## config.mk

```make
export PLATFORM = sky130hd
export DESIGN_NAME = hmaf_cfg
export DESIGN_NICKNAME = d
export VERILOG_FILES = /design/src/hdl/hmaf_pkg.sv /design/src/hdl/hmaf_cfg.sv
export SDC_FILE = /design/constraint.sdc
export NUM_CORES = 1
export LEC_CHECK = 0
export BUFFER_PORTS_ARGS = -buffer_cell sky130_fd_sc_hd__buf_2
export CORE_UTILIZATION = 28
export DETAILED_ROUTE_END_ITERATION = 8
export MAX_ROUTING_LAYER = met4
export PLACE_DENSITY = 0.84
export SLEW_MARGIN = 40
export SYNTH_ARGS = -nofsm -noshare
export SYNTH_HDL_FRONTEND = slang
export SYNTH_SLANG_ARGS = --single-unit
```

## constraint.sdc

```tcl
create_clock -name clk -period 2.1 [get_ports clk]
set_input_delay 0.63 -clock clk [delete_from_list [all_inputs] [get_ports clk]]
set_output_delay 0.63 -clock clk [all_outputs]
set_load 0.005 [all_outputs]
```

## src/hdl/hmaf_pkg.sv

```systemverilog
// Shared types, sizes and the coefficient table for the Henderson moving average filter.
// No dependencies; every other file of the block imports this package.

package hmaf_pkg;

  // Sample and coefficient formats (Q16.16 samples, Q0.16 coefficients)
  localparam int SAMPLE_W   = 32;
  localparam int COEF_W     = 16;
  localparam int FRAC_W     = 16;
  localparam int ROUND_BIAS = 2 ** (FRAC_W - 1);

  // Filter geometry
  localparam int MAX_TAPS   = 13;
  localparam int PERIOD_W   = 4;
  localparam int MIN_PERIOD = 7;
  localparam int MAX_PERIOD = 13;
  localparam int NUM_ROWS   = MAX_PERIOD - MIN_PERIOD + 1;
  localparam int ROW_W      = 3;

  // Adder tree: products are summed in groups, then the groups are summed
  localparam int GROUP_SIZE = 4;
  localparam int NUM_GROUPS = (MAX_TAPS + GROUP_SIZE - 1) / GROUP_SIZE;
  localparam int PROD_W     = SAMPLE_W + COEF_W;
  localparam int GSUM_W     = PROD_W + 2;
  localparam int SUM_W      = GSUM_W + 2;
  localparam int ROUND_W    = SUM_W - FRAC_W;

  // Register port
  localparam int APB_ADDR_W = 3;
  localparam int APB_DATA_W = 32;
  localparam int REG_IDX_W  = APB_ADDR_W - 2;
  localparam logic [REG_IDX_W-1:0] REG_PERIOD = '0;

  typedef logic signed [SAMPLE_W-1:0] sample_t;
  typedef logic signed [COEF_W-1:0]   coef_t;
  typedef logic signed [PROD_W-1:0]   prod_t;
  typedef logic signed [GSUM_W-1:0]   gsum_t;
  typedef logic signed [SUM_W-1:0]    sum_t;
  typedef logic [PERIOD_W-1:0]        period_t;
  typedef logic [ROW_W-1:0]           row_t;

  // Configuration seen by the datapath
  typedef struct packed {
    logic    restart;         // period written this cycle
    period_t restart_period;  // value being written (already clamped)
    period_t period;          // period in use
  } cfg_t;

  // One row per period, oldest tap first, zero-padded at the oldest end
  localparam int COEF_ROWS [NUM_ROWS][MAX_TAPS] = '{
    '{0, 0, 0, 0, 0, 0, -6029, -3801, 786, 7864, 15991, 23134, 27591},
    '{0, 0, 0, 0, 0, -2818, -2490, 131, 5243, 11403, 16646, 19137, 18285},
    '{0, 0, 0, 0, -1049, -1638, 197, 4456, 9765, 14156, 15794, 14156, 9699},
    '{0, 0, 0, -590, -1442, 262, 4325, 9503, 13631, 15073, 13173, 8585, 3015},
    '{0, 0, -721, -1442, 197, 4391, 9503, 13763, 15401, 13435, 8913, 3277, -1180},
    '{0, -1114, -1638, 66, 4325, 9634, 13959, 15598, 13894, 9437, 3998, -393, -2228},
    '{-1245, -1835, 0, 4325, 9634, 14025, 15729, 14025, 9634, 4325, 0, -1835, -1245}
  };

  // Coefficient for delay-line position tap (0 = newest sample)
  function automatic coef_t coef_at(row_t row, int tap);
    row_t r;
    r = (row < ROW_W'(NUM_ROWS)) ? row : ROW_W'(NUM_ROWS - 1);
    return COEF_W'(COEF_ROWS[r][MAX_TAPS-1-tap]);
  endfunction

endpackage

```

## src/hdl/hmaf_cfg.sv

```systemverilog
// APB-style register block of the Henderson moving average filter: holds the filter period.
// Depends on hmaf_pkg.

module hmaf_cfg (
  input  logic                             clk,
  input  logic                             rst,
  input  logic                             psel,
  input  logic                             penable,
  input  logic                             pwrite,
  input  logic [hmaf_pkg::APB_ADDR_W-1:0]  paddr,
  input  logic [hmaf_pkg::APB_DATA_W-1:0]  pwdata,
  output logic [hmaf_pkg::APB_DATA_W-1:0]  prdata,
  output logic                             pready,
  output hmaf_pkg::cfg_t                   cfg
);
  import hmaf_pkg::*;

  logic    sel_period;
  logic    wr_period;
  period_t wr_value;
  period_t period;

  assign pready     = 1'b1;
  assign sel_period = (paddr[APB_ADDR_W-1:2] == REG_PERIOD);
  assign wr_period  = psel && penable && pwrite && sel_period;

  // Clamp the written period into the supported range
  always_comb begin
    wr_value = pwdata[PERIOD_W-1:0];
    if (wr_value < PERIOD_W'(MIN_PERIOD)) begin
      wr_value = PERIOD_W'(MIN_PERIOD);
    end else if (wr_value > PERIOD_W'(MAX_PERIOD)) begin
      wr_value = PERIOD_W'(MAX_PERIOD);
    end
  end

  // Hold the period register
  always_ff @(posedge clk) begin
    if (rst) begin
      period <= PERIOD_W'(MAX_PERIOD);
    end else if (wr_period) begin
      period <= wr_value;
    end
  end

  // Read back
  assign prdata = sel_period ? APB_DATA_W'(period) : '0;

  assign cfg.restart        = wr_period;
  assign cfg.restart_period = wr_value;
  assign cfg.period         = period;
endmodule

```

# Yosys cells after proc, flatten, opt, wreduce, memory -nomap -nowiden
# Index checks and enable logic that the tools add are counted.
# classes
n_addsub	0
muxes	3
div_mod_pow	0
n_bitwise	1
n_shift	0
n_mul	0
reduce_logical	3
magnitude_cmp	2
n_eq_ne	0
# ops
op	count
$mux 4	3
$gt 4x4->1 const B	1
$lt 4x3->1 const B	1
$logic_and 1x1->1	3
$not 1->1	1
# totals
input_bits	40
ram_bits	0
wordCells	10
n_memories	0
latch_bits	0
romBits	0
regBits	4

# Depth between registers and ports, before layout
# depth
ltp_word	3
depth_mapped	4
ltp_nobuf	4

# Least setup slack after synthesis
# No wires, ideal clock.
# synth_timing
kind	input-to-output
startpoint	in paddr[2] (netlist bit)
endpoint	out cfg[8] (netlist bit)
slack_ps	473
t_arrival_ps	997
cell_stages	3
path_cell_list	nand4b_4 > inv_2 > buf_4
# synth_between
elab_chain_len	2
# synth_lines
element	line_no	rtl
start, declared	hmaf_cfg.sv:10	input logic [hmaf_pkg::APB_ADDR_W-1:0] paddr,
$not 1->1	hmaf_cfg.sv:24	assign sel_period = (paddr[APB_ADDR_W-1:2] == REG_PERIOD);
$logic_and 1x1->1	hmaf_cfg.sv:25	assign wr_period = psel && penable && pwrite && sel_period;
end, declared	hmaf_cfg.sv:14	output hmaf_pkg::cfg_t cfg
# No other way between the ends.

==> flow_metrics.tcl <==
set metrics [dict create \
    post_cts_buffers 0 \
    synth.most_common_cell "buf_4" \
    place_congestion 0.596 \
    avgSynthCellArea_um2 8.00 \
    netlist_area_um2 464 \
    top_regs "period (4)" \
    p_per_area_nw_per_um2 464 \
    io_pins 82 \
    grt_pass1_vias 266 \
    clock_latency_ns 0.23 \
    slew_violations 0 \
    crit_fanout 6 \
    cts_sinks 4 \
    numCtsBuffers 3 \
    r2r_slack_ns 1.29 \
    synthTopCellsByArea "buf_4, dfxtp_1, and2b_2" \
    synthArstFlopShare_pct 0 \
    outcome "finished clean" \
    synth_top_area_share_pct 48.5 \
    start_kind "primary input" \
    vdd_drop_max_mv 0.213 \
    dr.pass1.iters 4 \
    final_core_util_pct 32.1 \
    regMostFlops "period" \
    num_vias 338 \
    largest_reg_flops 4 \
    grt_max_degree 7 \
    synth_seq_cells 4 \
    grt_pass1_wl_um 924 \
    synth-main-ff-cell "dfxtp_1" \
    clk_pin_slew_ns 0.04 \
    path_class "primary input to output port" \
    cts_hold_buffers 0 \
    cts_buffer_depth 2 \
    synth_edf_count 0 \
    yosysWarnings 0 \
    post_drt_wl_per_cell_um 7.44 \
    h-tree-depth 1 \
    dieHeight_um 42.7 \
    antenna_left 0 \
    rows 14 \
    place_hpwl_um 628 \
    cp-end-kind "output port" \
    timing.final.crit_share_pct 86.6 \
    synth_top_cell_by_area "buf_4" \
    period_minus_slack_ns 1.82 \
    rsz0062_at_grt "no" \
    syn_to_final_growth_pct 5.39 \
    fin_nets 121 \
    drive_gt1_share_pct 39.2 \
    synth_commonest_cells "buf_4, nand2_1, and2b_2, dfxtp_1, nand3b_1" \
    maxCapViolCount 0 \
    finalPower_w 0.000227 \
    fin_setup_tns_ns 0 \
    core_region_area_um2 1520 \
    cp.arrival_ns 1.19 \
    clockRootBuffer "clkbuf_4" \
    fmax_mhz 550 \
    wirelength_um 707 \
    hp-class "flip-flop to flip-flop" \
    synth_cell_types 14 \
    antennaDiodeCount 0 \
    critPathRequiredTime_ns 1.47 \
    die_area_um2 1820 \
    numPortBuffers 22 \
    final-hold-violation-count 0 \
    fin_area_um2 489 \
    grt_overflow 0 \
    die_w_um 42.7 \
    clock_skew_ns 0 \
    dpl_cell_area_um2 467 \
    p_leak_nw 0.299 \
    grt_usage_pct 7.19 \
    setup_viol 0 \
    cts_tree "built" \
    yosysSeqAreaShare_pct 17.3 \
    synthCells 58 \
    viasPerCell 3.56 \
    antenna_found_initial 0 \
    initial_utilization_pct 30.5 \
    drtIter0Drc 4 \
    drc 0 \
    cts_resized 0 \
]
kinds of logic after synthesis:
family	after synthesis	synth area share, %
AOI/OAI and AO/OA	2	3.77
buffers and inverters	32	50.1
other	2	1.62
DFF	4	17.3
and+or+nand+nor	18	27.2
cells in the final DEF (no fill, tap or decap):
master     n
nand2b_1   2
nand3b_1   3
and2_0     1
and2b_2    4
nor2_1     1
dfxtp_1    4
buf_2     22
nand2_1    6
conb_1    29
a211o_1    1
nand4b_4   1
inv_2      1
clkbuf_4   3
a311oi_1   1
worst max-delay path, cell delays in order:
cell and delay (ns):
buf_2 0.12, nand4b_4 0.19, inv_2 0.12, buf_2 0.12
cell type report:
type,count,area [um2]
Fill cell,169,1030
Sequential cell,4,80.1
Clock buffer,3,22.5
Inverter,1,3.75
Tap cell,16,20.0
Multi-Input combinational cell,49,253
Timing Repair Buffer,22,110
metal layers:
| metal | up-vias | share of wire [%] | GRT usage (%) |
|---|---|---|---|
| met4 | 0 | 0.85 | 7.50 |
| met5 | - | 0 | - |
| met2 | 31 | 47 | 10.9 |
| met1 | 142 | 39 | 7.49 |
| met3 | 2 | 13 | 1.28 |
| li1 | 163 | - | - |
per-stage QoR:
stage | hold WS (ns) | instances | setup WS [ns]
after floorplan | 0.473 | 85 | 0.473
after global placement | 0.480 | 92 | 0.283
after detailed placement | 0.489 | 92 | 0.266
after CTS | 0.494 | 95 | 0.260
after global routing | 0.530 | 95 | 0.224
final | 0.487 | 95 | 0.280
power by group:
part	internal (W)	leakage, nW	switching (W)
sequential	0.0000792	0.0326	0.00000176
clock	0.0000638	0.0138	0.0000290
combinational	0.0000233	0.253	0.0000298
path summary, 6_finish.rpt:
check | from | to | cells past startpoint
max | paddr[2] | cfg[8] | 4
min | period[3] | period[3] | 2
max reg2reg | period[0] | period[0] | 2
min reg2reg | period[3] | period[3] | 2
(Power assumes the default switching activity.)
