$ cat src/hdl/hmaf_pkg.sv
// Shared types, sizes and the coefficient table for the Henderson moving average filter.
// No dependencies; every other file of the block imports this package.

package hmaf_pkg;

  // Sample and coefficient formats (Q16.16 samples, Q0.16 coefficients)
  localparam int SAMPLE_W   = 32;
  localparam int COEF_W     = 16;
  localparam int FRAC_W     = 16;
  localparam int ROUND_BIAS = 2 ** (FRAC_W - 1);

  // Filter geometry
  localparam int MAX_TAPS   = 13;
  localparam int PERIOD_W   = 4;
  localparam int MIN_PERIOD = 7;
  localparam int MAX_PERIOD = 13;
  localparam int NUM_ROWS   = MAX_PERIOD - MIN_PERIOD + 1;
  localparam int ROW_W      = 3;

  // Adder tree: products are summed in groups, then the groups are summed
  localparam int GROUP_SIZE = 4;
  localparam int NUM_GROUPS = (MAX_TAPS + GROUP_SIZE - 1) / GROUP_SIZE;
  localparam int PROD_W     = SAMPLE_W + COEF_W;
  localparam int GSUM_W     = PROD_W + 2;
  localparam int SUM_W      = GSUM_W + 2;
  localparam int ROUND_W    = SUM_W - FRAC_W;

  // Register port
  localparam int APB_ADDR_W = 3;
  localparam int APB_DATA_W = 32;
  localparam int REG_IDX_W  = APB_ADDR_W - 2;
  localparam logic [REG_IDX_W-1:0] REG_PERIOD = '0;

  typedef logic signed [SAMPLE_W-1:0] sample_t;
  typedef logic signed [COEF_W-1:0]   coef_t;
  typedef logic signed [PROD_W-1:0]   prod_t;
  typedef logic signed [GSUM_W-1:0]   gsum_t;
  typedef logic signed [SUM_W-1:0]    sum_t;
  typedef logic [PERIOD_W-1:0]        period_t;
  typedef logic [ROW_W-1:0]           row_t;

  // Configuration seen by the datapath
  typedef struct packed {
    logic    restart;         // period written this cycle
    period_t restart_period;  // value being written (already clamped)
    period_t period;          // period in use
  } cfg_t;

  // One row per period, oldest tap first, zero-padded at the oldest end
  localparam int COEF_ROWS [NUM_ROWS][MAX_TAPS] = '{
    '{0, 0, 0, 0, 0, 0, -6029, -3801, 786, 7864, 15991, 23134, 27591},
    '{0, 0, 0, 0, 0, -2818, -2490, 131, 5243, 11403, 16646, 19137, 18285},
    '{0, 0, 0, 0, -1049, -1638, 197, 4456, 9765, 14156, 15794, 14156, 9699},
    '{0, 0, 0, -590, -1442, 262, 4325, 9503, 13631, 15073, 13173, 8585, 3015},
    '{0, 0, -721, -1442, 197, 4391, 9503, 13763, 15401, 13435, 8913, 3277, -1180},
    '{0, -1114, -1638, 66, 4325, 9634, 13959, 15598, 13894, 9437, 3998, -393, -2228},
    '{-1245, -1835, 0, 4325, 9634, 14025, 15729, 14025, 9634, 4325, 0, -1835, -1245}
  };

  // Coefficient for delay-line position tap (0 = newest sample)
  function automatic coef_t coef_at(row_t row, int tap);
    row_t r;
    r = (row < ROW_W'(NUM_ROWS)) ? row : ROW_W'(NUM_ROWS - 1);
    return COEF_W'(COEF_ROWS[r][MAX_TAPS-1-tap]);
  endfunction

endpackage

$ cat src/hdl/hmaf_taps.sv
// Delay line and warm-up control of the Henderson moving average filter.
// Depends on hmaf_pkg; feeds hmaf_mac.

module hmaf_taps (
  input  logic                clk,
  input  logic                rst,
  input  hmaf_pkg::cfg_t      cfg,
  input  logic                in_valid,
  input  hmaf_pkg::sample_t   in_sample,
  output logic                in_ready,
  output logic                tap_valid,
  output hmaf_pkg::sample_t   taps [hmaf_pkg::MAX_TAPS],
  input  logic                taps_ready
);
  import hmaf_pkg::*;

  period_t warmup_left;
  logic    accept;

  // Take a sample whenever the snapshot is empty or moves on this cycle
  assign in_ready = !tap_valid || taps_ready;
  assign accept   = in_valid && in_ready;

  // Shift the delay line, newest sample at position 0
  always_ff @(posedge clk) begin
    if (rst) begin
      for (int i = 0; i < MAX_TAPS; i++) begin
        taps[i] <= '0;
      end
    end else if (accept) begin
      taps[0] <= in_sample;
      for (int i = 1; i < MAX_TAPS; i++) begin
        taps[i] <= taps[i-1];
      end
    end
  end

  // Count down the warm-up; a period write restarts it
  always_ff @(posedge clk) begin
    if (rst) begin
      warmup_left <= PERIOD_W'(MAX_PERIOD - 1);
    end else if (cfg.restart) begin
      warmup_left <= cfg.restart_period - PERIOD_W'(1);
    end else if (accept && (warmup_left != '0)) begin
      warmup_left <= warmup_left - PERIOD_W'(1);
    end
  end

  // Mark a snapshot that must produce a result
  always_ff @(posedge clk) begin
    if (rst) begin
      tap_valid <= 1'b0;
    end else if (accept) begin
      tap_valid <= (warmup_left == '0);
    end else if (taps_ready) begin
      tap_valid <= 1'b0;
    end
  end
endmodule

$ cat config.mk
export PLATFORM = sky130hd
export DESIGN_NAME = hmaf_taps
export DESIGN_NICKNAME = d
export VERILOG_FILES = /design/src/hdl/hmaf_pkg.sv /design/src/hdl/hmaf_taps.sv
export SDC_FILE = /design/constraint.sdc
export NUM_CORES = 1
export LEC_CHECK = 0
export ABC_AREA = 1
export BUFFER_PORTS_ARGS = -buffer_cell sky130_fd_sc_hd__buf_2
export CORE_AREA = 3 3 182 184
export CTS_CLUSTER_SIZE = 28
export DETAILED_ROUTE_END_ITERATION = 7
export DIE_AREA = 0 0 185 187
export PLACE_DENSITY_LB_ADDON = 0.08
export SLEW_MARGIN = 0
export SYNTH_ARGS = -nofsm -noshare
export SYNTH_HDL_FRONTEND = slang
export SYNTH_SLANG_ARGS = --single-unit
$ cat constraint.sdc
create_clock -name clk -period 1.2 [get_ports clk]
set_input_delay 0.24 -clock clk [delete_from_list [all_inputs] [get_ports clk]]
set_output_delay 0.24 -clock clk [all_outputs]
set_load 0.05 [all_outputs]
Yosys cells after proc, flatten, opt, wreduce, memory -nomap -nowiden
Index checks and enable logic that the tools add are counted.
- add/sub/neg operators: 2
- muxes and demuxes: 4
- reductions and logical operators: 8
- operator list (kind ; number):
    two-way mux 4 bit ; 2
    subtractor 4 x 1 -> 4 bit (second input constant) ; 2
    logical NOT 4 bit ; 1
    nonzero test 2 bit ; 2
    nonzero test 4 bit ; 1
    logical AND 1 bit ; 2
    two-way mux 1 bit ; 2
    logical NOT 1 bit ; 1
    logical OR 1 bit ; 1
- register bits: 421
- bits of input ports: 45
- logic and storage cells: 29

Depth between registers and ports, before layout
- depth after elaboration: 6
- gate-level depth with buffers: 8

Worst setup path after synthesis
Ideal clock, no wire load.
- path kind: flip-flop to flip-flop
- start: register tap_valid
- end: register taps[356] in the netlist's numbering
- data arrival time: 1.441 ns
- data required time: 1.084 ns
- setup slack: -0.358 ns
- stages on the path, launching flop included: 7
- period minus slack after synthesis: 1.558 ns
- cells stage by stage: dfxtp_1 > a21boi_4 > buf_4 > buf_6 > buf_2 > o21ai_0 > nor2_1
- longest elaborated chain between the ends: 3
- RTL lines (element ; RTL line ; RTL):
    from (decl) ; hmaf_taps.sv:11 ; output logic tap_valid,
    from (signal assigned) ; hmaf_taps.sv:54 ; tap_valid <= (warmup_left == '0);
    logical NOT 1 bit ; hmaf_taps.sv:21 ; assign in_ready = !tap_valid || taps_ready;
    logical OR 1 bit ; hmaf_taps.sv:21 ;
    logical AND 1 bit ; hmaf_taps.sv:22 ; assign accept = in_valid && in_ready;
    to (signal, indexed assignment) ; hmaf_taps.sv:33 ; taps[i] <= taps[i-1];
    to (decl) ; hmaf_taps.sv:12 ; output hmaf_pkg::sample_t taps [hmaf_pkg::MAX_TAPS],
No other way between the ends.
A chain may end at the register's enable or synchronous reset.

Final worst setup path
- start: register taps[311] in the netlist's numbering
- end: output port taps[311] in the netlist's numbering
No word-level cell between the ends.

==> out/summary.txt <==
======================================================================================================
Later-pin clock latency in the skew report ..............................................      0.54 ns
Result of the run ....................................................................... finished with violations
DRC violation total after the first TritonRoute iteration ...............................         1572
CP max FO ...............................................................................            2
Leakage power ...........................................................................      11.8 nW
Number of vias in the routed layout .....................................................        16.5k
Number of global-route vias before repair ...............................................        14.6k
Number of antenna violations at the first check in global routing .......................            2
Critical path type ......................................................................      reg2out
Core Footprint ..........................................................................   0.0316 mm2
Top cell family by delay on the critical path ...........................................   flip-flops
Fraction of the yosys area taken by sequential cells ....................................        0.582
Global-route wire length before repair ..................................................      83.1 mm
Via density per instance ................................................................         5.57
Area overhead of the layout relative to synthesis .......................................        79.5%
# rows ..................................................................................           65
Violated checks ......................................................................... negative setup slack
Clock root buffer ....................................................................... sky130_fd_sc_hd__clkbuf_16
Number of iterations in the first detailed-routing pass .................................            6
Most common cell after layout, fill and taps aside ...................................... sky130_fd_sc_hd__nor2_1
Pin count of the biggest net entering global routing ....................................           68
Flip-flop cell with the highest count after synthesis ................................... sky130_fd_sc_hd__dfxtp_1
Slew Limit Fails ........................................................................            0
Die extent in x .........................................................................       185 um
DP Cell Count ...........................................................................         2688
Final net count .........................................................................         2581
Antenna-violating nets left .............................................................            0
Highest-count cells in the layout ignoring fill and taps ................................ sky130_fd_sc_hd__nor2_1 (765), sky130_fd_sc_hd__o21ai_0 (300), sky130_fd_sc_hd__buf_8 (263)
Effective utilization at floorplan ......................................................        0.459
Warning count from the yosys run ........................................................            0
Overall power after layout ..............................................................      39.8 mW
Final number of hold-violating endpoints ................................................            0
Unique cell type count in the Yosys netlist .............................................           19
Remaining global-route overflow .........................................................            0
DR DRC count ............................................................................            0
Final Worst Setup Slack .................................................................    -0.344 ns
Number of enable flip-flop cells after synthesis ........................................            0
Flops & latches, synth ..................................................................          421
RePlAce Congestion ......................................................................        0.860
Total wire length after detailed routing ................................................      65.1 mm
Number of standard cells after synthesis ................................................         1863
Asr flop ratio synth ....................................................................            0
Critical Path Source Type ...............................................................     register
Ratio of final minimum period to clock period ...........................................         1.29
Peak supply drop ........................................................................      1260 uV
Clock skew after layout .................................................................    0.0263 ns
Count of final setup violators ..........................................................          838
PwrDens .................................................................................  1530 mW/mm2
Total routing resource utilization after global routing .................................        0.299
Htree depth .............................................................................            2
Die height ..............................................................................       187 um
CP Data Arrival Time ....................................................................      1.30 ns
Endpoint type of the worst setup path ...................................................   output pin
Worst path bufs/invs ....................................................................            1
Final instance count without filler cells ...............................................         2968
Clock transition at the register clock pins on the worst setup and hold paths after CTS .      0.06 ns
Fin Setup TNS ...........................................................................   -129.50 ns
HP Class ................................................................................       in2reg
CTS tree ................................................................................          yes
Synthesized Nets ........................................................................         1909
Cell at the slowest stage of the critical path .......................................... sky130_fd_sc_hd__dfxtp_1
RSZ-0062 raised after global routing ....................................................         true
Wire per inst ...........................................................................      21.9 um
Top-level port count ....................................................................          463
Slew headroom ...........................................................................        0.767
Total clock sinks .......................................................................          421
Avg Cell Area, Syn ......................................................................     7.78 um2
Number of clock buffers inserted by TritonCTS ...........................................           44
Post-DP HPWL ............................................................................      34.7 mm
Worst EP required .......................................................................      0.96 ns
Max cap viols ...........................................................................            0
Maximum clock frequency .................................................................      648 MHz
Synthesized area ........................................................................   0.0145 mm2
Cells traversed along the worst timing path .............................................        buf_2
Largest stage delay on the critical path ................................................      0.44 ns
Port-buffer cells .......................................................................          458
Fraction of final layout cells sized beyond drive strength 1 ............................        0.460
Antenna diode count .....................................................................            0
Total die area ..........................................................................   0.0346 mm2
Slew @ Worst Pin ........................................................................     0.345 ns
Maximum count of clock buffers along a single path ......................................            3
Period minus WS final ...................................................................      1.54 ns
======================================================================================================
[registers in the layout, indices dropped and copies added, names as in the netlist]
| signal | cells |
|---|---|
| warmup_left | 4 |
| tap_valid | 1 |
| taps | 416 |
[power breakdown]
group / total (mW) / switching [mW] / internal (mW) / leakage [nW]
clock: 14.2 / 5.73 / 8.48 / 0.736
sequential: 15.9 / 1.08 / 14.8 / 3.64
combinational: 9.66 / 5.92 / 3.73 / 7.43
[area by class of cell]
class | instances | area (um2)
Tap cell | 402 | 503
Timing Repair Buffer | 763 | 8830
Inverter | 14 | 76.3
Timing Repair inverter | 1 | 8.76
Clock inverter | 11 | 163
Sequential cell | 421 | 9320
Multi-Input combinational cell | 1290 | 5780
Clock buffer | 66 | 1330
Fill cell | 1686 | 5560
[path summary, 6_finish.rpt]
check | startpoint | to | slack (ns) | depth (start not counted)
max | taps[311]$_SDFFE_PP0P_ | taps[311] | -0.34 | 1
min | taps_ready | tap_valid$_SDFFE_PP0P_ | 0.08 | 4
max reg2reg | tap_valid$_SDFFE_PP0P_ | taps[217]$_SDFFE_PP0P_ | -0.34 | 7
min reg2reg | taps[104]$_SDFFE_PP0P_ | taps[72]$_SDFFE_PP0P_ | 0.49 | 2
[cells by family (layout without fill, tap and decap cells)]
| family | count (synthesis) | after routing | synth area share |
|---|---|---|---|
| AND/OR/NAND/NOR | 869 | 869 | 0.226 |
| flip-flops | 421 | 421 | 0.582 |
| AO/OA/AOI/OAI | 419 | 419 | 0.146 |
| buffers and inverters | 152 | 855 | 0.0452 |
| adder cells (fa/ha/maj) | 1 | 1 | 0.000864 |
| XOR/XNOR | 1 | 1 | 0.000605 |
[Yosys cell counts (2+ instances only)]
library cell	count	share of area
sky130_fd_sc_hd__nor2_1	838	0.22
sky130_fd_sc_hd__dfxtp_1	421	0.58
sky130_fd_sc_hd__o21ai_0	396	0.14
sky130_fd_sc_hd__clkbuf_1	82	0.021
sky130_fd_sc_hd__buf_2	43	0.015
sky130_fd_sc_hd__nand2_1	24	0.0062
sky130_fd_sc_hd__o21ai_1	20	0.0069
sky130_fd_sc_hd__inv_1	12	0.0031
sky130_fd_sc_hd__buf_1	6	0.0016
sky130_fd_sc_hd__buf_4	6	0.0031
sky130_fd_sc_hd__nand3_1	6	0.0021
sky130_fd_sc_hd__a21oi_1	2	0.00069
[per-layer routing]
layer  wire (um)  share of wire  up-vias  track usage
met5          27        0.00041        -            0
met4        3690          0.057        4        0.113
met3        6170          0.095      236       0.0620
met2       31600           0.49     1042        0.492
met1       23600           0.36     7885        0.386
li1            -              -     7355            -
[stage by stage]
step / hold WS (ns) / util / worst slack [ns] / area, um2
2_1_floorplan: 0.299 / - / -0.0659 / 14700
3_3_place_gp: 0.461 / 0.565 / -0.381 / 17800
3_5_place_dp: 0.468 / 0.565 / -0.409 / 17800
4_1_cts: 0.0201 / 0.710 / -0.268 / 22400
5_1_grt: 0.0852 / 0.824 / -0.460 / 26000
6_report: 0.0820 / 0.824 / -0.344 / 26000
[repair_timing]
| item | in CTS | in global routing |
|---|---|---|
| hold endpoints to repair | 33 | 0 |
| setup endpoints to repair | 838 | 838 |
| setup buffers | 63 | 75 |
| resized for setup | 591 | 1217 |
| pin swaps | 23 | 36 |
| gates cloned | 21 | 14 |
| hold buffers | 34 | 0 |
Power figures use the tool's default switching activity.
