--- src/hdl/hmaf_pkg.sv ---
// Shared types, sizes and the coefficient table for the Henderson moving average filter.
// No dependencies; every other file of the block imports this package.

package hmaf_pkg;

  // Sample and coefficient formats (Q16.16 samples, Q0.16 coefficients)
  localparam int SAMPLE_W   = 32;
  localparam int COEF_W     = 16;
  localparam int FRAC_W     = 16;
  localparam int ROUND_BIAS = 2 ** (FRAC_W - 1);

  // Filter geometry
  localparam int MAX_TAPS   = 13;
  localparam int PERIOD_W   = 4;
  localparam int MIN_PERIOD = 7;
  localparam int MAX_PERIOD = 13;
  localparam int NUM_ROWS   = MAX_PERIOD - MIN_PERIOD + 1;
  localparam int ROW_W      = 3;

  // Adder tree: products are summed in groups, then the groups are summed
  localparam int GROUP_SIZE = 4;
  localparam int NUM_GROUPS = (MAX_TAPS + GROUP_SIZE - 1) / GROUP_SIZE;
  localparam int PROD_W     = SAMPLE_W + COEF_W;
  localparam int GSUM_W     = PROD_W + 2;
  localparam int SUM_W      = GSUM_W + 2;
  localparam int ROUND_W    = SUM_W - FRAC_W;

  // Register port
  localparam int APB_ADDR_W = 3;
  localparam int APB_DATA_W = 32;
  localparam int REG_IDX_W  = APB_ADDR_W - 2;
  localparam logic [REG_IDX_W-1:0] REG_PERIOD = '0;

  typedef logic signed [SAMPLE_W-1:0] sample_t;
  typedef logic signed [COEF_W-1:0]   coef_t;
  typedef logic signed [PROD_W-1:0]   prod_t;
  typedef logic signed [GSUM_W-1:0]   gsum_t;
  typedef logic signed [SUM_W-1:0]    sum_t;
  typedef logic [PERIOD_W-1:0]        period_t;
  typedef logic [ROW_W-1:0]           row_t;

  // Configuration seen by the datapath
  typedef struct packed {
    logic    restart;         // period written this cycle
    period_t restart_period;  // value being written (already clamped)
    period_t period;          // period in use
  } cfg_t;

  // One row per period, oldest tap first, zero-padded at the oldest end
  localparam int COEF_ROWS [NUM_ROWS][MAX_TAPS] = '{
    '{0, 0, 0, 0, 0, 0, -6029, -3801, 786, 7864, 15991, 23134, 27591},
    '{0, 0, 0, 0, 0, -2818, -2490, 131, 5243, 11403, 16646, 19137, 18285},
    '{0, 0, 0, 0, -1049, -1638, 197, 4456, 9765, 14156, 15794, 14156, 9699},
    '{0, 0, 0, -590, -1442, 262, 4325, 9503, 13631, 15073, 13173, 8585, 3015},
    '{0, 0, -721, -1442, 197, 4391, 9503, 13763, 15401, 13435, 8913, 3277, -1180},
    '{0, -1114, -1638, 66, 4325, 9634, 13959, 15598, 13894, 9437, 3998, -393, -2228},
    '{-1245, -1835, 0, 4325, 9634, 14025, 15729, 14025, 9634, 4325, 0, -1835, -1245}
  };

  // Coefficient for delay-line position tap (0 = newest sample)
  function automatic coef_t coef_at(row_t row, int tap);
    row_t r;
    r = (row < ROW_W'(NUM_ROWS)) ? row : ROW_W'(NUM_ROWS - 1);
    return COEF_W'(COEF_ROWS[r][MAX_TAPS-1-tap]);
  endfunction

endpackage

--- src/hdl/hmaf_out.sv ---
// Final sum, rounding, saturation and result register of the Henderson moving average filter.
// Depends on hmaf_pkg; takes group sums from hmaf_mac.

module hmaf_out (
  input  logic                clk,
  input  logic                rst,
  input  logic                gsum_valid,
  input  hmaf_pkg::gsum_t     gsums [hmaf_pkg::NUM_GROUPS],
  output logic                gsum_ready,
  output logic                out_valid,
  output hmaf_pkg::sample_t   out_filtered,
  input  logic                out_ready
);
  import hmaf_pkg::*;

  sum_t                       total;
  logic signed [ROUND_W-1:0]  rounded;
  logic [ROUND_W-SAMPLE_W:0]  top_bits;
  sample_t                    filtered_next;

  assign gsum_ready = !out_valid || out_ready;

  // Add the groups and the rounding bias, drop the fraction, saturate
  always_comb begin
    total = SUM_W'(ROUND_BIAS);
    for (int g = 0; g < NUM_GROUPS; g++) begin
      total = total + SUM_W'(gsums[g]);
    end
    rounded  = total[SUM_W-1:FRAC_W];
    top_bits = rounded[ROUND_W-1:SAMPLE_W-1];
    if ((&top_bits) || !(|top_bits)) begin
      filtered_next = rounded[SAMPLE_W-1:0];
    end else if (rounded[ROUND_W-1]) begin
      filtered_next = {1'b1, {(SAMPLE_W-1){1'b0}}};
    end else begin
      filtered_next = {1'b0, {(SAMPLE_W-1){1'b1}}};
    end
  end

  // Hold the result until it is taken
  always_ff @(posedge clk) begin
    if (rst) begin
      out_valid <= 1'b0;
    end else if (gsum_ready) begin
      out_valid <= gsum_valid;
    end
  end

  always_ff @(posedge clk) begin
    if (gsum_ready && gsum_valid) begin
      out_filtered <= filtered_next;
    end
  end
endmodule

--- config.mk ---
export PLATFORM = sky130hd
export DESIGN_NAME = hmaf_out
export DESIGN_NICKNAME = d
export VERILOG_FILES = /design/src/hdl/hmaf_pkg.sv /design/src/hdl/hmaf_out.sv
export SDC_FILE = /design/constraint.sdc
export NUM_CORES = 1
export LEC_CHECK = 0
export BUFFER_PORTS_ARGS = -buffer_cell sky130_fd_sc_hd__buf_2
export CORE_MARGIN = 2
export CORE_UTILIZATION = 28
export CTS_BUF_LIST = sky130_fd_sc_hd__clkbuf_8
export DETAILED_ROUTE_END_ITERATION = 16
export GPL_TIMING_DRIVEN = 0
export PLACE_DENSITY_LB_ADDON = 0.12
export RECOVER_POWER = 100
export REMOVE_ABC_BUFFERS = 1
export SYNTH_ARGS = -nofsm -noshare
export SYNTH_HDL_FRONTEND = slang
export SYNTH_SLANG_ARGS = --single-unit
--- constraint.sdc ---
create_clock -name clk -period 9.3 [get_ports clk]
set_input_delay 0.465 -clock clk [delete_from_list [all_inputs] [get_ports clk]]
set_output_delay 0.465 -clock clk [all_outputs]
set_load 0.005 [all_outputs]
After elaboration in Yosys (flattened, before gate mapping)
Index checks and enable logic that the tools add are counted.
{"block": "totals", "regBits": 33, "elab_cells": 15}
{"block": "op_classes", "mux": 2, "n_addsub": 4, "reduce_logical": 7}
{"cell": "52-bit by 50-bit adder with 52-bit output", "count": 2}
{"cell": "32-bit 2-to-1 mux", "count": 2}
{"cell": "51-bit by 50-bit adder with 52-bit output", "count": 1}
{"cell": "17-bit by 50-bit adder with 51-bit output (first input constant)", "count": 1}
{"cell": "5-bit AND reduction", "count": 1}
{"cell": "5-bit OR reduction", "count": 1}
{"cell": "1-bit logical NOT", "count": 2}
{"cell": "1-bit logical OR", "count": 2}
{"cell": "1-bit logical AND", "count": 1}

Logic depth before layout (Yosys ltp)
Gate-level depths: netlist (run 1).
{"block": "logic_depth", "word_depth": 8, "ltp_mapped": 19, "ltp_nobuf": 18}

Least setup slack after synthesis (run 1)
No wires, ideal clock.
{"block": "synth_path", "path_kind": "input -> register", "startpoint": "input port gsums[22] in the netlist's numbering", "endpoint": "register out_filtered[21] (data pin)", "cell_stages": 18, "n_path_buf": 2, "path_slack_ps": 4419, "arrival_ps": 4605, "cell_sequence": "inv_1 fa_1 inv_1 fa_1 ha_1 ha_1 clkbuf_1 nand4_1 nor4_1 nand3_1 a21oi_1 a211oi_2 o21ai_1 xnor2_1 nor3_2 a2111oi_2 buf_6 o31ai_1"}
{"block": "synth_via", "elab_chain_len": 5, "word_cells_on_any_way": 7}
{"item": "start, declared", "line": "hmaf_out.sv:8", "source": "input hmaf_pkg::gsum_t gsums [hmaf_pkg::NUM_GROUPS],"}
{"item": "52-bit by 50-bit adder with 52-bit output (*)", "line": "hmaf_out.sv:27", "source": "total = total + SUM_W'(gsums[g]);"}
{"item": "5-bit OR reduction", "line": "hmaf_out.sv:31", "source": "if ((&top_bits) || !(|top_bits)) begin"}
{"item": "1-bit logical NOT", "line": "hmaf_out.sv:31"}
{"item": "1-bit logical OR", "line": "hmaf_out.sv:31"}
{"item": "32-bit 2-to-1 mux (*)", "line": "hmaf_out.sv:31"}
{"item": "net filtered_next[21]", "line": "hmaf_out.sv:19", "source": "sample_t filtered_next;"}
{"item": "end signal, assigned", "line": "hmaf_out.sv:51", "source": "out_filtered <= filtered_next;"}
{"item": "end, declared", "line": "hmaf_out.sv:11", "source": "output hmaf_pkg::sample_t out_filtered,"}
The timed path passes the listed nets; every way through them passes the cells marked *.
A chain may end at the register's enable or synchronous reset.

Worst setup path in the final report (run 1)
{"block": "layout_path", "startpoint": "input port gsums[10] in the netlist's numbering", "endpoint": "register out_filtered[11] (data pin)"}
The elaborated chain is that of the path after synthesis.

==> impl_metrics.json, run 1 <==
{
  "clock.fmax_mhz": 138,
  "synthFlopType": "edfxtp_1",
  "finalWeightedCongestion": 0.834,
  "antenna-diode-count": 0,
  "setup_tns_ns": 0,
  "worst_pin_slew_ns": 2.68,
  "finalCriticalPeriod_ns": 7.23,
  "drt.antenna.violating_nets": 0,
  "clk_root_buffer_cell": "clkbuf_8",
  "gr-usage-all-layers_pct": 14.1,
  "ys.warnings.count": 0,
  "io_buffer_count": 237,
  "synth_area_um2": 7180,
  "detailedRoute.firstPassIterationCount": 4,
  "synth_top_cells_by_area": "fa_1, ha_1, edfxtp_1",
  "cts-hold-fix-buffers": 0,
  "worst_hold_path_type": "input pin to register",
  "reg2reg_slack_ns": 6.59,
  "ys_seq_area_share_pct": 13.7,
  "clock_skew_ns": 0.00483,
  "netSwitchingFraction_pct": 51.6,
  "worstSkewPairLatency_ns": 0.32,
  "route.detailed.wl_per_inst_um": 14.2,
  "number_of_standard_cells_in_the_final_layout_excluding_fillers": 1318,
  "global_route_wire_length_before_repair_um": 30000,
  "main_combinational_cell_family_by_area_after_synthesis": "adder cells",
  "finish.utilization_pct": 34.6,
  "power.sequential.fraction_pct": 14.8,
  "route.vias.total": 6103,
  "setup-violations-final": 0,
  "synth.area.mux_share_pct": 0.436,
  "timing.critical_path.from_type": "input pin",
  "die_area_um2": 26900,
  "core_region_area_um2": 25200,
  "max_cap_viol_count": 2,
  "timing_hold_violations_final": 0,
  "cp.arrival_ns": 7.25,
  "h-tree-depth": 2,
  "failed_checks": "capacitance limit, slew limit",
  "power.net_switching_mw": 1.18,
  "std_cell_rows": 58,
  "setup.worst_path.class": "input pin to register",
  "final_cell_mix": "buf_2, inv_1, fa_1, ha_1, a21oi_1",
  "min_period_over_period_pct": 77.7,
  "count_of_pins_over_their_slew_limit": 45,
  "clock_sinks": 33,
  "end_kind": "register",
  "drive_above_1_share_pct": 23.4,
  "rsz0062_at_grt": "false",
  "cp_data_required_time_ns": 9.32,
  "internal-power_mw": 1.11,
  "drt_first_iter_violations": 192,
  "grt_start_max_net_pins": 33,
  "final_critical_path_setup_slack_ns": 2.07,
  "synthAdderAreaFrac_pct": 44.8,
  "tritoncts.num_buffers": 5,
  "synthDominantAreaCellType": "fa_1",
  "status": "complete, but fails checks",
  "synth_simple_gate_area_share_pct": 9.78,
  "placed_cells": 1310,
  "layout_commonest_cell": "buf_2",
  "synth_seq_cells": 33,
  "cts_tree": "yes",
  "drt-vias-per-instance": 4.63,
  "postCtsSetupBuffers": 0,
  "final.hold.worst_slack_ns": 0.322,
  "die-height_um": 164,
  "via_count_of_the_first_global_routing_pass": 6187,
  "synth-edff-count": 32,
  "power_frac_comb_pct": 79.9,
  "design.final.nets": 1388,
  "synthesis.area_per_instance_um2": 9.36,
  "synth-compound-area-share_pct": 17.2,
  "remaining_drc_errors": 0,
  "placement.setup.worst_slack_ns": 3.34,
  "fp.dieW_um": 164,
  "asyncSetResetFlopFracSynth_pct": 0,
  "detailedPlacementHpwl_um": 16600,
  "critical_path.max_fanout": 11,
  "grt.overflow.total": 0,
  "cts.repair.resized": 0,
  "number_of_distinct_standard_cells_referenced_by_the_synthesized_netlist": 64,
  "static_leakage_nw": 4.25,
  "synth_top_area_share_pct": 27.9,
  "synth-xor-area-share_pct": 4.15,
  "io_pins": 238,
  "clock_power_share_pct": 5.3,
  "antenna_violations_before_repair": 1,
  "cts.clk_slew.worst_paths_ns": 0.08,
  "cellPowerDensity_nw_per_um2": 263,
  "maxSlewHeadroom_pct": -79.2,
  "syn-instance-count": 767,
  "drt_wl_total_um": 18700,
  "syn2layout_area_growth_pct": 21.2,
  "clock_tree.buffer_depth": 2,
  "ir_worst_vdd_uv": 113,
  "effective_utilization_at_floorplan_pct": 28.5
}
-- power groups by stage --
stage               Clock, mW  Combinational, mW  Sequential (mW)
finish                  0.121               1.83            0.337
CTS                     0.127               1.90            0.335
global route            0.134               2.08            0.346
detailed placement          0               1.88            0.336
floorplan                   0               1.26            0.350
global placement            0               1.83            0.336
-- flip-flops by register name, summed over array words and instances, names as in the netlist --
name and cells:
out_filtered 32, out_valid 1
-- through the flow --
step	instance area [µm²]	power, mW
final	8700	2.28
after global routing	8700	2.56
after CTS	8790	2.36
after detailed placement	8700	2.22
after global placement	8600	2.17
after floorplan	7000	1.61
-- final timing paths --
kind                                 from               end  cells after the start
worst max-delay path            gsums[10]  out_filtered[11]                     16
worst min-delay path                  rst         out_valid                      2
worst max register to register  out_valid  out_filtered[20]                      2
worst min register to register  out_valid         out_valid                      2
-- cell usage after synthesis (2+ instances only) --
cell type	n
buf_6	8
a21o_1	13
o211ai_1	6
and2_1	4
xnor2_1	18
nor4_1	3
o21bai_1	8
ha_1	97
nor2_1	30
or4_1	2
nand2_1	40
o22ai_1	2
nand2b_1	4
a221oi_1	3
o21ai_0	35
edfxtp_1	32
a41oi_1	2
nand3_1	6
and3_1	2
o31ai_1	27
o41ai_1	3
inv_1	144
a31oi_1	3
o31ai_2	3
a211oi_1	3
buf_2	2
o21a_1	3
o21ai_1	3
a21oi_1	55
nor4b_1	2
xor2_1	16
nor3_1	9
or2_2	2
mux2i_1	2
clkbuf_1	21
nor2b_1	6
a2111oi_2	3
nand4_1	20
fa_1	100
-- critical path, cell delays in order --
cell,delay (ns)
clkbuf_1,0.09
fa_1,0.58
fa_1,0.43
ha_1,0.30
ha_1,0.35
a2111oi_2,0.30
o21ai_0,0.16
a32oi_1,0.52
a21oi_1,0.14
a211oi_1,0.60
o21ai_1,0.24
xnor2_1,0.30
nor3_1,0.15
a2111oi_1,2.19
buf_6,0.31
o31ai_1,0.12
-- cell type report --
| cell class | instances | area (µm²) |
|---|---|---|
| timing repair buffer | 244 | 1220 |
| clock inverter | 3 | 17.5 |
| multi-input combinational | 559 | 5460 |
| tap | 330 | 413 |
| fill | 2701 | 16500 |
| inverter | 144 | 541 |
| sequential | 33 | 981 |
| clock buffer | 5 | 68.8 |
-- logic make-up (layout without fill, tap and decap cells) --
family / count (synthesis) / count (layout)
muxes: 3 / 3
xor gates and xnor gates: 34 / 34
adders and majority gates: 197 / 197
AOI/OAI and AO/OA: 186 / 186
buffers and inverters: 175 / 396
DFF: 33 / 33
and+or+nand+nor: 139 / 139
-- metal layers --
metal	GRT usage [%]	routed length, µm	vias to the layer above
li1	-	-	3078
met1	19.7	9090	2825
met2	22.0	8000	182
met3	3.16	1390	16
met4	3.23	203	2
met5	0	11	-
(Power assumes the default switching activity.)
==> run 2: changes to the inputs <==
clock period = 7.1 ns   (was 9.3 ns; I/O delays follow)
==> run 2 against run 1 <==
The run still ends with capacitance limit, slew limit left. Combinational power is 31% higher. Sequential power rose by 31%. Die area is the same. Global-route usage is the same. Flip-flop and latch count did not move. Setup slack got worse by 1.1 ns. Critical endpoint unchanged. Largest cell class unchanged. Largest power group unchanged. Highest routed layer unchanged.
==> impl_metrics.json, run 2 (synthesis results as in run 1) <==
{
  "route.vias.total": 6091,
  "timing.critical_path.from_type": "input pin",
  "biggestRegsByFlops": "out_filtered: 32 flops, out_valid: 1 flops",
  "largest_reg_flops": 32,
  "rsz0062_at_grt": "false",
  "die-height_um": 164,
  "finalCriticalPeriod_ns": 6.11,
  "worst_hold_path_type": "input pin to register",
  "die_area_um2": 26900,
  "antenna_violations_before_repair": 1,
  "detailedPlacementHpwl_um": 16600,
  "static_leakage_nw": 4.25,
  "global_route_wire_length_before_repair_um": 30000,
  "std_cell_rows": 58,
  "finish.utilization_pct": 34.6,
  "antenna-diode-count": 0,
  "largest-register": "out_filtered",
  "gr-usage-all-layers_pct": 14.1,
  "failed_checks": "capacitance limit, slew limit",
  "end_kind": "register",
  "io_pins": 238,
  "clock_tree.buffer_depth": 2,
  "via_count_of_the_first_global_routing_pass": 6187,
  "detailedRoute.firstPassIterationCount": 4,
  "cellPowerDensity_nw_per_um2": 344,
  "worstSkewPairLatency_ns": 0.32,
  "setup-violations-final": 0,
  "count_of_pins_over_their_slew_limit": 33,
  "finalWeightedCongestion": 0.834,
  "drt.antenna.violating_nets": 0,
  "critical_path.max_fanout": 11,
  "drt-vias-per-instance": 4.62,
  "clock.fmax_mhz": 164,
  "status": "complete, but fails checks",
  "drive_above_1_share_pct": 23.4,
  "timing_hold_violations_final": 0,
  "grt_start_max_net_pins": 33,
  "clock_sinks": 33,
  "syn2layout_area_growth_pct": 21.3,
  "cts-hold-fix-buffers": 0,
  "max_cap_viol_count": 1,
  "cts.clk_slew.worst_paths_ns": 0.08,
  "fp.dieW_um": 164,
  "effective_utilization_at_floorplan_pct": 28.5,
  "placedInstanceArea_um2": 8700,
  "worst_pin_slew_ns": 2.45,
  "cp.arrival_ns": 6.14,
  "final_cell_mix": "buf_2, inv_1, fa_1, ha_1, a21oi_1",
  "setup.worst_path.class": "input pin to register",
  "layout_commonest_cell": "buf_2",
  "grt.overflow.total": 0,
  "postCtsSetupBuffers": 0,
  "route.detailed.wl_per_inst_um": 14.2,
  "drt_first_iter_violations": 190,
  "maxSlewHeadroom_pct": -63.6,
  "clk_root_buffer_cell": "clkbuf_8",
  "design.final.nets": 1388,
  "clock_skew_ns": 0.00605,
  "tritoncts.num_buffers": 5,
  "min_period_over_period_pct": 86.1,
  "cts.repair.resized": 0,
  "cp_data_required_time_ns": 7.13,
  "h-tree-depth": 2,
  "io_buffer_count": 237,
  "cts_tree": "yes",
  "design_power_total_mw": 3.00,
  "ir_worst_vdd_uv": 146,
  "finalInstanceArea_um2": 8710,
  "remaining_drc_errors": 0,
  "drt_wl_total_um": 18700,
  "core_region_area_um2": 25200
}
## run 2: cell types whose count changed in the layout (fill, tap and decap cells not counted), sizes merged
cell    change
buf         -1
clkbuf      +1
## run 2: path summary, 6_finish.rpt
check	from	to	slack, ns	cells after the start
min	rst	out_valid	0.21	2
max	gsums[10]	out_filtered[11]	0.99	16
min reg2reg	out_valid	out_valid	0.61	2
max reg2reg	out_valid	out_filtered[20]	4.40	2
## run 2: cell type report
class	count	area [µm²]
Inverter	144	541
Timing Repair Buffer	244	1210
Clock buffer	5	68.8
Fill cell	2700	16500
Clock inverter	3	17.5
Sequential cell	33	981
Tap cell	330	413
Multi-Input combinational cell	559	5480
## run 2: report_power, final
group | total [mW] | internal [mW] | leakage (nW) | switching (mW)
combinational | 2.40 | 0.961 | 3.90 | 1.44
clock | 0.159 | 0.0679 | 0.0439 | 0.0911
sequential | 0.442 | 0.415 | 0.311 | 0.0265
## run 2: worst max-delay path: stages
cell and delay [ns]:
clkbuf_1 0.09, fa_1 0.58, fa_1 0.43, ha_1 0.30, ha_1 0.35, a2111oi_2 0.30, o21ai_0 0.16, a32oi_1 0.52
a21oi_1 0.14, a211oi_1 0.58, o21ai_0 0.32, xnor2_1 0.32, nor3_1 0.17, a2111oi_4 0.86, clkbuf_1 0.48, o31ai_1 0.18
## run 2: stage by stage
step	cells	hold WS (ns)	setup WS, ns	setup TNS [ns]
global route	1318	0.201	0.683	0
CTS	1318	0.204	1.57	0
finish	1318	0.212	0.985	0
floorplan	736	0.424	1.34	0
detailed placement	1310	0.558	1.25	0
global placement	1303	0.557	-0.628	-15.13
## run 2: per-layer routing
metal / share of wire [%] / track usage (%) / vias up
met4: 1.1 / 3.23 / 2
met2: 43 / 22.0 / 164
met5: 0.059 / 0 / -
met1: 49 / 19.7 / 2836
met3: 6.9 / 3.16 / 16
li1: - / - / 3073
==> run 3: changes to the inputs <==
CORE_MARGIN = unset   (was 2)
GPL_ROUTABILITY_DRIVEN = 0   (was unset)
PLACE_DENSITY = 0.48   (was unset)
PLACE_DENSITY_LB_ADDON = unset   (was 0.12)
==> run 3 against run 2 <==
The flow still finishes with violations (capacitance limit, slew limit). Sequential share of layout area barely moved. Clock power is 8% higher. Maximum frequency is 1.5% higher. First-iteration DRC count rose by 44%. Flip-flop and latch count is the same. Setup slack improved by 0.089 ns. Critical path type unchanged. Critical endpoint is now out_filtered[26].
==> impl_metrics.json, run 3 (synthesis results as in run 1) <==
{
  "largest_reg_flops": 32,
  "h-tree-depth": 2,
  "worst_hold_path_type": "input pin to register",
  "std_cell_rows": 58,
  "drive_above_1_share_pct": 23.8,
  "setup-violations-final": 0,
  "slowest_stage": "a2111oi_2",
  "timing_hold_violations_final": 0,
  "postCtsSetupBuffers": 0,
  "seq_area_um2": 981,
  "tritoncts.num_buffers": 5,
  "remaining_drc_errors": 0,
  "fillerInstances": 2677,
  "biggestRegsByFlops": "out_filtered: 32 flops, out_valid: 1 flops",
  "final.hold.worst_slack_ns": 0.212,
  "final_cell_mix": "buf_2, inv_1, fa_1, ha_1, a21oi_1",
  "layout_commonest_cell": "buf_2",
  "worstSkewPairLatency_ns": 0.31,
  "via_count_of_the_first_global_routing_pass": 6229,
  "cpPeakStageDelay_ns": 1.10,
  "clock_sinks": 33,
  "drt.antenna.violating_nets": 0,
  "antenna_violations_before_repair": 0,
  "multiInputGateArea_um2": 5470,
  "clock.fmax_mhz": 166,
  "maxSlewHeadroom_pct": -54.8,
  "effective_utilization_at_floorplan_pct": 28.5,
  "route.vias.total": 6127,
  "worst_pin_slew_ns": 2.32,
  "cts.clk_slew.worst_paths_ns": 0.07,
  "setup_tns_ns": 0,
  "antenna-diode-count": 0,
  "placed_cells": 1310,
  "syn2layout_area_growth_pct": 21.5,
  "design.final.nets": 1388,
  "path_cells": "clkbuf_1 -> fa_1 -> fa_1 -> ha_1 -> ha_1 -> a2111oi_2 -> o21ai_0 -> a32oi_1 -> a21oi_1 -> a211oi_1 -> o21ai_0 -> xnor2_1 -> nor3_1 -> a2111oi_2 -> buf_6 -> o31ai_1",
  "rsz0062_at_grt": "false",
  "failed_checks": "capacitance limit, slew limit",
  "critical_path.max_fanout": 17,
  "number_of_standard_cells_in_the_final_layout_excluding_fillers": 1318,
  "core_region_area_um2": 25200,
  "cts.repair.resized": 0,
  "die-height_um": 162,
  "drt_wl_total_um": 18100,
  "cp.buffers_inverters": 2,
  "largest-register": "out_filtered",
  "drt_first_iter_violations": 274,
  "drt-vias-per-instance": 4.65,
  "cp.arrival_ns": 6.06,
  "finalCriticalPeriod_ns": 6.03,
  "grt_start_max_net_pins": 33,
  "count_of_pins_over_their_slew_limit": 33,
  "ir_worst_vdd_uv": 123,
  "io_pins": 238,
  "cts-hold-fix-buffers": 0,
  "static_leakage_nw": 4.28,
  "detailedPlacementHpwl_um": 16100,
  "gr-usage-all-layers_pct": 14.3,
  "setup.worst_path.class": "input pin to register",
  "hold_depth": 2,
  "critical-path-top-delay-family": "compound AO/OA/AOI/OAI gates",
  "min_period_over_period_pct": 84.9,
  "end_kind": "register",
  "die_area_um2": 26300,
  "worst-path-stages": 16,
  "cellPowerDensity_nw_per_um2": 348,
  "global_route_wire_length_before_repair_um": 30100,
  "max_cap_viol_count": 1,
  "timing.critical_path.from_type": "input pin",
  "cp_data_required_time_ns": 7.14,
  "status": "complete, but fails checks",
  "cts_tree": "yes",
  "clk_root_buffer_cell": "clkbuf_8",
  "io_buffer_count": 237,
  "route.detailed.wl_per_inst_um": 13.7,
  "clock_skew_ns": 0.0189,
  "grt.overflow.total": 0,
  "reg2reg_slack_ns": 4.55,
  "reg2reg_depth": 2,
  "fp.dieW_um": 162,
  "clock_tree.buffer_depth": 2,
  "detailedRoute.firstPassIterationCount": 4
}
-- run 3: area by class of cell --
type,instances,area share [%]
multi-input cells,559,62.6
repair buffers,244,14.0
flip-flops and latches,33,11.2
inverters,144,6.20
well taps,330,4.73
clock buffers,7,1.10
clock inverters,1,0.0574
-- run 3: per-layer routing --
| metal | track usage [%] | part of all wire, % | up-vias | wire, µm |
|---|---|---|---|---|
| li1 | - | - | 3068 | - |
| met1 | 19.9 | 48 | 2875 | 8690 |
| met2 | 23.2 | 44 | 175 | 7970 |
| met3 | 2.30 | 6.9 | 9 | 1250 |
| met4 | 2.83 | 1.0 | 0 | 189 |
| met5 | 0 | 0 | - | 0 |
-- run 3: path summary, 6_finish.rpt --
check / from / endpoint
worst max-delay path: gsums[10] / out_filtered[26]
worst min-delay path: rst / out_valid
worst max register to register: out_valid / out_filtered[2]
worst min register to register: out_valid / out_valid
-- run 3: through the flow --
step / utilization (%) / worst slack, ns / total power [mW] / instance area, µm²
floorplan: - / 1.34 / 2.11 / 7000
global placement: 34.2 / -0.925 / 2.85 / 8600
detailed placement: 34.6 / 1.20 / 2.93 / 8700
CTS: 35.0 / 1.52 / 3.12 / 8800
global route: 34.6 / 0.601 / 3.38 / 8720
finish: 34.6 / 1.07 / 3.04 / 8720
-- run 3: power breakdown --
group	switching [mW]	total, mW	internal [mW]
Combinational	1.46	2.42	0.968
Clock	0.0831	0.171	0.0879
Sequential	0.0257	0.441	0.415
